===== src/rtl/cam_pkg.sv =====
// shared types, codes and helper functions for the command authority mode manager
package cam_pkg;

	typedef enum logic [1:0] {
		MODE_MANUAL     = 2'd0,
		MODE_STANDBY    = 2'd1,
		MODE_REMOTE     = 2'd2,
		MODE_AUTONOMOUS = 2'd3
	} mode_t;

	typedef enum logic [1:0] {
		CMD_BEGIN_STEP = 2'd0,
		CMD_END_STEP   = 2'd1,
		CMD_SET_MODE   = 2'd2,
		CMD_ADMIT      = 2'd3
	} cmd_t;

	localparam int CFG_INDEX_W = 2;
	localparam int CFG_DATA_W  = 16;
	localparam logic [CFG_INDEX_W-1:0] REG_IDLE_REVERT    = 2'd0;
	localparam logic [CFG_INDEX_W-1:0] REG_ALLOW_IMPLICIT = 2'd1;
	localparam logic [CFG_INDEX_W-1:0] REG_OUT_OF_MODE    = 2'd2;

	localparam logic [15:0] IDLE_REVERT_RESET = 16'd50;
	localparam logic [15:0] IDLE_MAX          = 16'hffff;

	localparam int IN_TDATA_W  = 8;
	localparam int OUT_TDATA_W = 80;
	localparam int EPOCH_W     = 64;

	typedef struct packed {
		cmd_t        command;
		logic        manual_engaged;
		logic        local_active;
		logic        remote_active;
		mode_t       requested_mode;
		logic        is_local_class;
	} item_t;

	typedef struct packed {
		logic [EPOCH_W-1:0] authority_epoch;
		logic               reject_remote;
		logic               reject_local;
		logic               would_admit_remote;
		logic               would_admit_local;
		logic               admitted;
		logic               command_accepted;
		logic               mode_changed;
		mode_t              current_mode;
	} result_t;

	function automatic logic admissible(mode_t mode, logic is_local, logic allow_implicit);
		logic ok;
		case (mode)
			MODE_STANDBY:    ok = allow_implicit;
			MODE_REMOTE:     ok = ~is_local;
			MODE_AUTONOMOUS: ok = is_local | allow_implicit;
			default:         ok = 1'b0;
		endcase
		return ok;
	endfunction

	function automatic logic rejected(mode_t mode, logic is_local, logic allow_implicit,
			logic out_of_mode_fails);
		return (mode == MODE_MANUAL) |
			(out_of_mode_fails & ~admissible(mode, is_local, allow_implicit));
	endfunction

endpackage


===== src/rtl/command_authority_mode_manager_top.sv =====
// top level of the command authority mode manager
//
// channel   direction  tdata                              tuser
// s_axis    in         item flags and requested mode      command
// m_axis    out        mode, flags, 64-bit authority epoch  -
// cfg       in         write-only register port, no handshake
//
// cycles: one transaction in and one result out per clock when both sides flow;
//   a transaction passes through the input register and then the result register,
//   with the mode and counter update done in the single pass between them
// reset: arst_n clears handshake state, mode (standby), flags, idle timing,
//   epoch and the configuration registers to their defaults
// stalls: a held result does not block the input register from filling; the
//   input register drains as soon as the result register frees up
module command_authority_mode_manager_top import cam_pkg::*; (
	input  logic                   clk,
	input  logic                   arst_n,
	// fields from bit 0: manual_engaged, local_active, remote_active,
	// requested_mode[1:0], is_local_class, zero pad
	input  logic [IN_TDATA_W-1:0]  s_tdata,
	// fields from bit 0: command[1:0]
	input  logic [1:0]             s_tuser,
	input  logic                   s_tvalid,
	output logic                   s_tready,
	// fields from bit 0: current_mode[1:0], mode_changed, command_accepted,
	// admitted, would_admit_local, would_admit_remote, reject_local,
	// reject_remote, authority_epoch[63:0], zero pad
	output logic [OUT_TDATA_W-1:0] m_tdata,
	output logic                   m_tvalid,
	input  logic                   m_tready,
	input  logic                   cfg_we,
	input  logic [CFG_INDEX_W-1:0] cfg_index,
	input  logic [CFG_DATA_W-1:0]  cfg_data
);

	localparam int RESULT_W = $bits(result_t);

	item_t   in_item;
	item_t   item_s1;
	logic    item_valid_s1;
	logic    fire;
	logic    out_free;
	result_t result;
	result_t result_q;

	// unpack the slave-side transaction
	always_comb begin
		in_item.command        = cmd_t'(s_tuser);
		in_item.manual_engaged = s_tdata[0];
		in_item.local_active   = s_tdata[1];
		in_item.remote_active  = s_tdata[2];
		in_item.requested_mode = mode_t'(s_tdata[4:3]);
		in_item.is_local_class = s_tdata[5];
	end

	cam_in_stage u_in (
		.clk          (clk),
		.arst_n       (arst_n),
		.in_valid     (s_tvalid),
		.in_ready     (s_tready),
		.in_item      (in_item),
		.out_free     (out_free),
		.item_valid_s1(item_valid_s1),
		.item_s1      (item_s1),
		.fire         (fire)
	);

	// state only advances on fire, so item_valid_s1 already gates it
	cam_mode_core u_core (
		.clk      (clk),
		.arst_n   (arst_n),
		.cfg_we   (cfg_we),
		.cfg_index(cfg_index),
		.cfg_data (cfg_data),
		.fire     (fire & item_valid_s1),
		.item_s1  (item_s1),
		.result   (result)
	);

	cam_out_stage u_out (
		.clk      (clk),
		.arst_n   (arst_n),
		.fire     (fire),
		.result   (result),
		.out_free (out_free),
		.out_valid(m_tvalid),
		.out_ready(m_tready),
		.result_q (result_q)
	);

	// result struct is declared with current_mode in its lowest bits
	assign m_tdata = {{(OUT_TDATA_W - RESULT_W){1'b0}}, result_q};

endmodule


===== src/rtl/cam_in_stage.sv =====
// input register stage: captures one transaction from the slave side
module cam_in_stage import cam_pkg::*; (
	input  logic  clk,
	input  logic  arst_n,
	input  logic  in_valid,
	output logic  in_ready,
	input  item_t in_item,
	input  logic  out_free,
	output logic  item_valid_s1,
	output item_t item_s1,
	output logic  fire
);

	logic valid_s1;

	assign fire          = valid_s1 & out_free;
	assign in_ready      = ~valid_s1 | out_free;
	assign item_valid_s1 = valid_s1;

	always_ff @(posedge clk or negedge arst_n) begin
		if (!arst_n) begin
			valid_s1 <= 1'b0;
		end else if (in_ready) begin
			valid_s1 <= in_valid;
		end
	end

	// payload needs no reset
	always_ff @(posedge clk) begin
		if (in_ready && in_valid) begin
			item_s1 <= in_item;
		end
	end

endmodule


===== src/rtl/cam_mode_core.sv =====
// configuration registers, mode state and the single-pass step logic
module cam_mode_core import cam_pkg::*; (
	input  logic                   clk,
	input  logic                   arst_n,
	input  logic                   cfg_we,
	input  logic [CFG_INDEX_W-1:0] cfg_index,
	input  logic [CFG_DATA_W-1:0]  cfg_data,
	input  logic                   fire,
	input  item_t                  item_s1,
	output result_t                result
);

	logic [15:0]        idle_revert_q;
	logic               allow_implicit_q;
	logic               out_of_mode_q;

	mode_t              mode_q, n_mode;
	logic               init_q, n_init;
	logic               expl_q, n_expl;
	logic               idle_valid_q, n_idle_valid;
	logic [15:0]        idle_cnt_q, n_idle_cnt;
	logic [EPOCH_W-1:0] epoch_q, n_epoch;

	logic               changed, accepted, admit;
	logic               revertible, busy;
	logic [15:0]        cnt_after;

	always_ff @(posedge clk or negedge arst_n) begin
		if (!arst_n) begin
			idle_revert_q    <= IDLE_REVERT_RESET;
			allow_implicit_q <= 1'b1;
			out_of_mode_q    <= 1'b0;
		end else if (cfg_we) begin
			case (cfg_index)
				REG_IDLE_REVERT:    idle_revert_q    <= cfg_data;
				REG_ALLOW_IMPLICIT: allow_implicit_q <= cfg_data[0];
				REG_OUT_OF_MODE:    out_of_mode_q    <= cfg_data[0];
				default: ;
			endcase
		end
	end

	always_comb begin
		n_mode       = mode_q;
		n_init       = init_q;
		n_expl       = expl_q;
		n_idle_valid = idle_valid_q;
		n_idle_cnt   = idle_cnt_q;
		n_epoch      = epoch_q;
		changed      = 1'b0;
		accepted     = 1'b0;
		admit        = 1'b0;
		revertible   = ((mode_q == MODE_REMOTE) | (mode_q == MODE_AUTONOMOUS)) & ~expl_q;
		busy         = (mode_q == MODE_REMOTE) ? item_s1.remote_active : item_s1.local_active;
		if (!idle_valid_q) begin
			cnt_after = '0;
		end else if (idle_cnt_q != IDLE_MAX) begin
			cnt_after = idle_cnt_q + 16'd1;
		end else begin
			cnt_after = idle_cnt_q;
		end

		case (item_s1.command)
			CMD_BEGIN_STEP: begin
				if (!init_q) begin
					// first begin step announces the mode even if unchanged
					n_init  = 1'b1;
					n_mode  = item_s1.manual_engaged ? MODE_MANUAL : MODE_STANDBY;
					n_expl  = 1'b0;
					changed = 1'b1;
				end else if (item_s1.manual_engaged && mode_q != MODE_MANUAL) begin
					n_epoch      = epoch_q + 64'd1;
					n_mode       = MODE_MANUAL;
					n_expl       = 1'b0;
					n_idle_valid = 1'b0;
					n_idle_cnt   = '0;
					changed      = 1'b1;
				end else if (!item_s1.manual_engaged && mode_q == MODE_MANUAL) begin
					n_mode       = MODE_STANDBY;
					n_expl       = 1'b0;
					n_idle_valid = 1'b0;
					n_idle_cnt   = '0;
					changed      = 1'b1;
				end
			end
			CMD_END_STEP: begin
				if (!revertible || busy) begin
					n_idle_valid = 1'b0;
					n_idle_cnt   = '0;
				end else if (cnt_after >= idle_revert_q) begin
					// idle long enough: implicit fall back to standby
					n_mode       = MODE_STANDBY;
					n_expl       = 1'b0;
					n_idle_valid = 1'b0;
					n_idle_cnt   = '0;
					changed      = 1'b1;
				end else begin
					n_idle_valid = 1'b1;
					n_idle_cnt   = cnt_after;
				end
			end
			CMD_SET_MODE: begin
				if (mode_q != MODE_MANUAL && item_s1.requested_mode != MODE_MANUAL) begin
					n_epoch      = epoch_q + 64'd1;
					n_mode       = item_s1.requested_mode;
					n_expl       = 1'b1;
					n_idle_valid = 1'b0;
					n_idle_cnt   = '0;
					changed      = (mode_q != item_s1.requested_mode);
					accepted     = 1'b1;
				end
			end
			CMD_ADMIT: begin
				case (mode_q)
					MODE_STANDBY: begin
						if (allow_implicit_q) begin
							n_mode       = item_s1.is_local_class ? MODE_AUTONOMOUS
								: MODE_REMOTE;
							n_expl       = 1'b0;
							n_idle_valid = 1'b0;
							n_idle_cnt   = '0;
							changed      = 1'b1;
							admit        = 1'b1;
						end
					end
					MODE_REMOTE: begin
						admit = ~item_s1.is_local_class;
					end
					MODE_AUTONOMOUS: begin
						if (item_s1.is_local_class) begin
							admit = 1'b1;
						end else if (allow_implicit_q) begin
							n_mode       = MODE_REMOTE;
							n_expl       = 1'b0;
							n_idle_valid = 1'b0;
							n_idle_cnt   = '0;
							changed      = 1'b1;
							admit        = 1'b1;
						end
					end
					default: ;
				endcase
			end
			default: ;
		endcase

		result.current_mode       = n_mode;
		result.mode_changed       = changed;
		result.command_accepted   = accepted;
		result.admitted           = admit;
		result.would_admit_local  = admissible(n_mode, 1'b1, allow_implicit_q);
		result.would_admit_remote = admissible(n_mode, 1'b0, allow_implicit_q);
		result.reject_local       = rejected(n_mode, 1'b1, allow_implicit_q, out_of_mode_q);
		result.reject_remote      = rejected(n_mode, 1'b0, allow_implicit_q, out_of_mode_q);
		result.authority_epoch    = n_epoch;
	end

	always_ff @(posedge clk or negedge arst_n) begin
		if (!arst_n) begin
			mode_q       <= MODE_STANDBY;
			init_q       <= 1'b0;
			expl_q       <= 1'b0;
			idle_valid_q <= 1'b0;
			idle_cnt_q   <= '0;
			epoch_q      <= '0;
		end else if (fire) begin
			mode_q       <= n_mode;
			init_q       <= n_init;
			expl_q       <= n_expl;
			idle_valid_q <= n_idle_valid;
			idle_cnt_q   <= n_idle_cnt;
			epoch_q      <= n_epoch;
		end
	end

endmodule


===== src/rtl/cam_out_stage.sv =====
// result register: holds one result until the master side takes it
module cam_out_stage import cam_pkg::*; (
	input  logic    clk,
	input  logic    arst_n,
	input  logic    fire,
	input  result_t result,
	output logic    out_free,
	output logic    out_valid,
	input  logic    out_ready,
	output result_t result_q
);

	logic valid_q;

	assign out_valid = valid_q;
	assign out_free  = ~valid_q | out_ready;

	always_ff @(posedge clk or negedge arst_n) begin
		if (!arst_n) begin
			valid_q <= 1'b0;
		end else if (out_free) begin
			valid_q <= fire;
		end
	end

	always_ff @(posedge clk) begin
		if (fire) begin
			result_q <= result;
		end
	end

endmodule


===== config.mk =====
export PLATFORM = sky130hd
export DESIGN_NAME = command_authority_mode_manager_top
export DESIGN_NICKNAME = d
export VERILOG_FILES = /design/src/rtl/cam_pkg.sv /design/src/rtl/command_authority_mode_manager_top.sv /design/src/rtl/cam_in_stage.sv /design/src/rtl/cam_mode_core.sv /design/src/rtl/cam_out_stage.sv
export SDC_FILE = /design/constraint.sdc
export NUM_CORES = 1
export LEC_CHECK = 0
export BUFFER_PORTS_ARGS = -buffer_cell sky130_fd_sc_hd__buf_2
export CAP_MARGIN = 25
export CORE_MARGIN = 2
export CORE_UTILIZATION = 63
export DETAILED_ROUTE_END_ITERATION = 7
export PLACE_DENSITY = 0.86
export SLEW_MARGIN = 20
export SYNTH_ARGS = -nofsm -noshare
export SYNTH_HDL_FRONTEND = slang
export SYNTH_SLANG_ARGS = --single-unit

===== constraint.sdc =====
create_clock -name clk -period 7.5 [get_ports clk]
set_input_delay 0.375 -clock clk [delete_from_list [all_inputs] [get_ports clk]]
set_output_delay 0.375 -clock clk [all_outputs]
set_load 0.01 [all_outputs]

# Word-level counts from Yosys, hierarchy flattened
# Index checks and enable logic that the tools add are counted.
# totals
register_bits	186
inputBits	33
word_cells	149
# classes
addsub	2
order_cmp	1
eq_ne	21
mux	63
n_bitwise	16
n_reduce_logical	20
# op_table
op	count
$mux 64	3
$mux 16	10
$pmux 64 s2	1
$add 64x1->64 const B	1
$pmux 16 s4	1
$pmux 16 s2	1
$mux 1	27
$mux 2	9
$add 16x1->16 const B	1
$ge 16x16->1	1
$ne 16x16->1 const B	1
$eq 2x2->1 const B	7
$pmux 1 s4	3
$pmux 1 s2	5
$eq 2x1->1 const B	4
$logic_not 2->1	4
$pmux 2 s4	1
$reduce_and 2->1	4
$reduce_and 7->1	1
$ne 2x1->1 const B	3
$not 1->1	6
$reduce_and 6->1	1
$and 1x1->1	5
$or 1x1->1	5
13 further kinds	18

# Logic depth before layout (Yosys ltp)
# depth
depth_word	13
depth_mapped	14

# Hierarchy
# Synthesis repeated with hierarchy kept, for this count alone.
# hier_totals
cells_unflattened	892
area_unflattened_um2	9457.8
# by_module_without_submodules
mod	n_inst	cells_each	area_per_inst_um2	seq_area_each_um2
cam_mode_core	1	794	6855.3	2583.7
cam_out_stage	1	76	2239.6	2217.1
cam_in_stage	1	13	300.3	265.3
command_authority_mode_manager_top	1	9	62.6	0.0

# Least setup slack after synthesis
# Ideal clock, no wire load.
# synth_path
path_kind	reg2reg
startpoint	reg u_out.valid_q (netlist: u_out.out_valid)
endpoint	reg u_core.epoch_q[48]
arrival_ns	3.681
required_ns	7.370
slack_ns	3.690
stages_incl_launch_ff	9
path_buffers	3
cell_sequence	dfrtp_1 > nand2b_1 > nand2_1 > clkbuf_1 > inv_1 > buf_6 > clkbuf_1 > nand4_1 > xnor2_1
# synth_between
elab_chain_len	4
# synth_rtl
item	line_no	rtl
start, declared	cam_out_stage.sv:13	logic valid_q;
start signal, assigned	cam_out_stage.sv:22	valid_q <= fire;
$not 1->1	cam_out_stage.sv:16	assign out_free = ~valid_q | out_ready;
$or 1x1->1	cam_out_stage.sv:16	
$and 1x1->1	cam_in_stage.sv:16	assign fire = valid_s1 & out_free;
via fire	command_authority_mode_manager_top.sv:41	logic fire;
$and 1x1->1	command_authority_mode_manager_top.sv:75	.fire (fire & item_valid_s1),
end signal, assigned	cam_mode_core.sv:172	epoch_q <= n_epoch;
end, declared	cam_mode_core.sv:22	logic [EPOCH_W-1:0] epoch_q, n_epoch;
# The timed path passes the listed nets, and every way through them passes these cells.
# A chain may end at the register's enable or synchronous reset.

# Worst setup path after layout
# layout_path
startpoint	reg u_core.idle_cnt_q[13]
endpoint	reg u_core.idle_cnt_q[11]
# layout_between
elab_chain_len	7
# layout_rtl
item	line_no	rtl
start, declared	cam_mode_core.sv:21	logic [15:0] idle_cnt_q, n_idle_cnt;
start signal, assigned	cam_mode_core.sv:171	idle_cnt_q <= n_idle_cnt;
$add 16x1->16 / $ne 16x16->1 (equally long branches)	cam_mode_core.sv:58, cam_mode_core.sv:57	
$mux 16 (*)	cam_mode_core.sv:57	end else if (idle_cnt_q != IDLE_MAX) begin
$mux 16 (*)	cam_mode_core.sv:55	if (!idle_valid_q) begin
$ge 16x16->1	cam_mode_core.sv:90	end else if (cnt_after >= idle_revert_q) begin
$mux 16 (*)	cam_mode_core.sv:90	
$mux 16 (*)	cam_mode_core.sv:87	if (!revertible || busy) begin
$pmux 16 s4 (*)	cam_mode_core.sv:63	case (item_s1.command)
# Mark *: on every way between the ends. The rest lies on a longest branch, timed or not.

==> results_tabular.tex <==
\begin{tabular}{lr}
\hline
Metric & Value \\
\hline
\multicolumn{2}{l}{\textbf{Status}} \\
\quad Outcome & completed \\
\multicolumn{2}{l}{\textbf{Global route}} \\
\quad Via count of the first global-routing pass & 6466 \\
\quad Largest net degree at the start of global routing & 86 \\
\quad Wire length of the first global-routing pass & around 32000 microns \\
\quad GRT Residual Overflow & 0 \\
\quad Overall Global Routing Usage & 25.32\% \\
\quad Number of antenna violations at the first check in global routing & 0 \\
\multicolumn{2}{l}{\textbf{Place}} \\
\quad Buffers on Ports & 105 \\
\quad Minimum setup slack after placement & 3200 ps \\
\quad Routability Congestion & just over 0.9 \\
\quad Placed inst area & about 9900 sq um \\
\quad Number of cells in the design after placement & about 1.1k \\
\quad DP Wirelength & around 13000 microns \\
\multicolumn{2}{l}{\textbf{STA}} \\
\quad Unrepaired setup endpoints after global routing & no \\
\quad Worst setup margin & 3141 ps \\
\quad Final setup vio count & 0 \\
\quad Worst hold slack across all endpoints & about 110 ps \\
\quad Final sum of negative setup slack & 0 ps \\
\quad Actual transition at the worst max-transition pin & $\sim$1000 ps \\
\quad Post-route clock skew & between 8 and 9 ps \\
\quad Number of endpoints with negative hold slack in the final report & 0 \\
\quad Final Max Tran Viols & 0 \\
\quad Final critical-path share of the clock period & 58.12\% \\
\quad Worst slew margin relative to its limit & around 34\% \\
\quad Max Fclk & $\sim$230 MHz \\
\quad Final critical path time including I/O delays and setup & around 4400 ps \\
\multicolumn{2}{l}{\textbf{Detailed routing}} \\
\quad Count of antenna-violating nets left after detailed routing & 0 \\
\quad Total vias in the final route & 6908 \\
\quad Met2 routed WL & just over 9000 microns \\
\quad Mean routed wirelength per cell & roughly 17 microns \\
\quad Number of remaining DRC errors & 0 \\
\quad Met3 layer wire length in the routed design & between 1000 and 1500 microns \\
\quad Post-Route WL & a little under 20000 microns \\
\quad Drt initial violations & $\sim$800 \\
\quad Routed metal-1 wire length & roughly 8400 microns \\
\quad Vias per cell & 5.919 \\
\quad Highest metal layer with signal wires & met4 \\
\quad Number of detailed-route iterations in the first pass & 6 \\
\multicolumn{2}{l}{\textbf{Worst setup path}} \\
\quad Setup Crit Path Kind & reg2reg \\
\quad Reg-to-reg critical path startpoint & u\_core.idle\_cnt\_q[13]\$\_DFFE\_PN0P\_ \\
\quad Critical path data arrival time & between 4000 and 5000 ps \\
\quad Maximum fanout count along the critical path & 9 \\
\quad Type of element capturing the critical path & register \\
\quad Timing startpoint of the critical path & u\_core.idle\_cnt\_q[13]\$\_DFFE\_PN0P\_ \\
\quad Data required time at the worst endpoint & roughly 8000 ps \\
\quad Launching element type of the critical path & register \\
\multicolumn{2}{l}{\textbf{Yosys}} \\
\quad Top post-synthesis cells by area & dfrtp\_1 27\%, edfxtp\_1 26\%, xor2\_1 6.5\% \\
\quad Number of synthesized flops with an enable pin & between 80 and 90 \\
\quad Library cell with the largest summed area after synthesis & dfrtp\_1 \\
\quad Multiplexer share of the synthesized area & between 1.5 and 2\% \\
\quad Yosys synthesis warning count & 0 \\
\quad Share of synthesized flip-flops with an asynchronous set or reset & 56.45\% \\
\quad Flip-flop and latch count after synthesis & approximately 190 \\
\quad Mapped cell area & between 9000 and 10000 sq um \\
\quad Share of the synthesized area in the top cell type & a little over a quarter \\
\quad Share of synthesized cell area in full adder, half adder and majority cells & 2.693\% \\
\quad Xor and xnor area share after synthesis & between 10 and 15\% \\
\quad Combinational family with the most area after synthesis & simple AND/OR/NAND/NOR gates \\
\quad Number of different library cells in the post-synthesis netlist & between 60 and 70 \\
\quad Ys flop type & dfrtp\_1 \\
\quad Compound-cell area share of the yosys netlist & a little under 7\% \\
\quad Fraction of the mapped netlist area in simple logic gates & a little under a fifth \\
\quad Synth Instances & around 870 \\
\quad Sequential cell area fraction in the yosys report & a little over half \\
\quad Post-Synthesis Mean Instance Area & between 10 and 15 sq um \\
\multicolumn{2}{l}{\textbf{Cells and area}} \\
\quad Most common cell after layout, fill and taps aside & buf\_2 \\
\quad Area used by multi-input combinational logic & between 3000 and 4000 sq um \\
\quad Sequential cell area & approximately 5100 sq um \\
\quad Proportion of layout cells with a drive suffix above 1 & 17.40\% \\
\quad Net count reported at finish & roughly 1.0k \\
\quad Post-route cell area & between 10000 and 15000 sq um \\
\quad Number of standard cells in the layout, taps in and fillers out & around 1.2k \\
\quad Antenna diode instance count & 0 \\
\quad Leading cell types in the layout, fill and taps excluded & 104 x buf\_2, 102 x nand2\_1, 100 x dfrtp\_1 \\
\quad Utilization after layout & between 70 and 80\% \\
\quad Filler cell count in the final layout & $\sim$1k \\
\quad Area growth, synth to finish & 13.40\% \\
\multicolumn{2}{l}{\textbf{Clocking}} \\
\quad Buffers from clock root to sink, at most & 2 \\
\quad Number of H-tree branching levels & 4 \\
\quad Worst-path clk slew & about 60 ps \\
\quad Worst-Skew Late Latency & roughly 440 ps \\
\quad Clock tree from TritonCTS & built \\
\quad Num CTS Buffers & 17 \\
\quad Buffer cell driving the clock tree root & clkbuf\_16 \\
\quad Count of instances resized after the clock tree is built & 0 \\
\quad Clock Sinks & about 190 \\
\multicolumn{2}{l}{\textbf{Power and ir drop}} \\
\quad Design Power & between 2 and 2.5 mW \\
\quad Maximum resistive drop on vdd & $\sim$0.21 mV \\
\quad Leakage power of the design & 4.694 nW \\
\quad Power per cell area & approximately 230 nW/um\^{}2 \\
\multicolumn{2}{l}{\textbf{Min path}} \\
\quad Path category of the worst min-delay check & in2reg \\
\quad Min-delay src & s\_tdata[1] \\
\multicolumn{2}{l}{\textbf{Die}} \\
\quad Die outline area & between 15000 and 20000 sq um \\
\quad Initial core utilization & around 64\% \\
\quad Horizontal die dimension & approximately 130 microns \\
\quad Height of the chip & about 130 microns \\
\quad Area of the placeable core & around 14000 sq um \\
\quad Number of placement rows & 44 \\
\quad Count of pins on the block boundary & between 100 and 150 \\
\multicolumn{2}{l}{\textbf{Run}} \\
\quad Max Cap Violations & 0 \\
\hline
\end{tabular}
critical path, stage by stage (launching register included):
cell and delay [ps]:
dfrtp_1 460, nand3_1 180, nor3_1 430, nand2_1 320, nand4_1 170, nor3b_1 360, ha_1 320, o21ai_0 150
nor2_1 50, or4_1 590, a2111oi_2 870, o21ai_0 250, nand2_1 130
final timing paths:
check,slack [ps],end,cells past startpoint
worst max-delay path,3140,u_core.idle_cnt_q[11]$_DFFE_PN0P_,12
worst min-delay path,110,u_in.item_s1[4]$_DFFE_PP_,1
worst max register to register,3140,u_core.idle_cnt_q[11]$_DFFE_PN0P_,12
worst min register to register,500,u_core.epoch_q[63]$_DFFE_PN0P_,1
max in group asynchronous,5810,u_core.epoch_q[34]$_DFFE_PN0P_,3
min in group asynchronous,520,u_core.idle_revert_q[9]$_DFFE_PN0P_,2
registers in the layout, indices dropped and copies added, names as in the netlist:
signal	count
u_core.init_q	1
u_core.idle_valid_q	1
u_core.idle_revert_q	16
u_core.out_of_mode_q	1
u_core.idle_cnt_q	16
u_out.result_q	73
u_in.item_valid_s1	1
u_core.epoch_q	64
u_core.allow_implicit_q	1
u_core.mode_q	2
u_in.item_s1	8
u_core.expl_q	1
u_out.out_valid	1
what timing repair did:
action / in CTS / in global routing
hold endpoints to repair: 44 / 0
setup buffers: 0 / 0
hold buffers: 1 / 0
cell type report:
class / instances / share of cell area [%]
clock buffers: 20 / 4.144
clock inverters: 12 / 1.342
well taps: 184 / 2.185
inverters: 33 / 1.188
multi-input cells: 621 / 37.48
flip-flops and latches: 186 / 48.08
repair buffers: 111 / 5.581
power by group:
group / internal (mW) / switching, mW
clock: 0.496 / 0.387
combinational: 0.115 / 0.170
sequential: 1.15 / 0.0552
cell families (layout without fill, tap and decap cells):
group,count (synthesis),count (layout)
AOI/OAI and AO/OA,96,96
xor gates and xnor gates,128,128
adders and majority gates,20,20
buffers and inverters,66,176
DFF,186,186
muxes,14,14
other,1,7
and+or+nand+nor,356,356
routing by layer:
metal  GRT usage (%)  up-vias
met5               0        -
met4           10.07        0
met3           4.621       53
met2           40.38      290
met1           34.80     3326
li1                -     3239
Yosys cell counts, types with 4 or more instances:
cell	n
nand2_1	102
dfrtp_1	100
nor2_1	85
edfxtp_1	81
xor2_1	69
xnor2_1	59
nand3_1	41
o21ai_0	35
inv_1	32
nand4_1	26
nor3_1	26
ha_1	20
clkbuf_1	19
and3_1	17
a21oi_1	14
mux2_2	12
nor4_1	9
a22o_1	8
buf_4	8
o21a_1	7
and2_1	6
and4_1	6
nand2b_1	6
dfstp_2	5
nand3b_1	5
o211ai_1	5
a21o_1	4
nor3b_1	4
or2_2	4
Power figures use the tool's default switching activity.
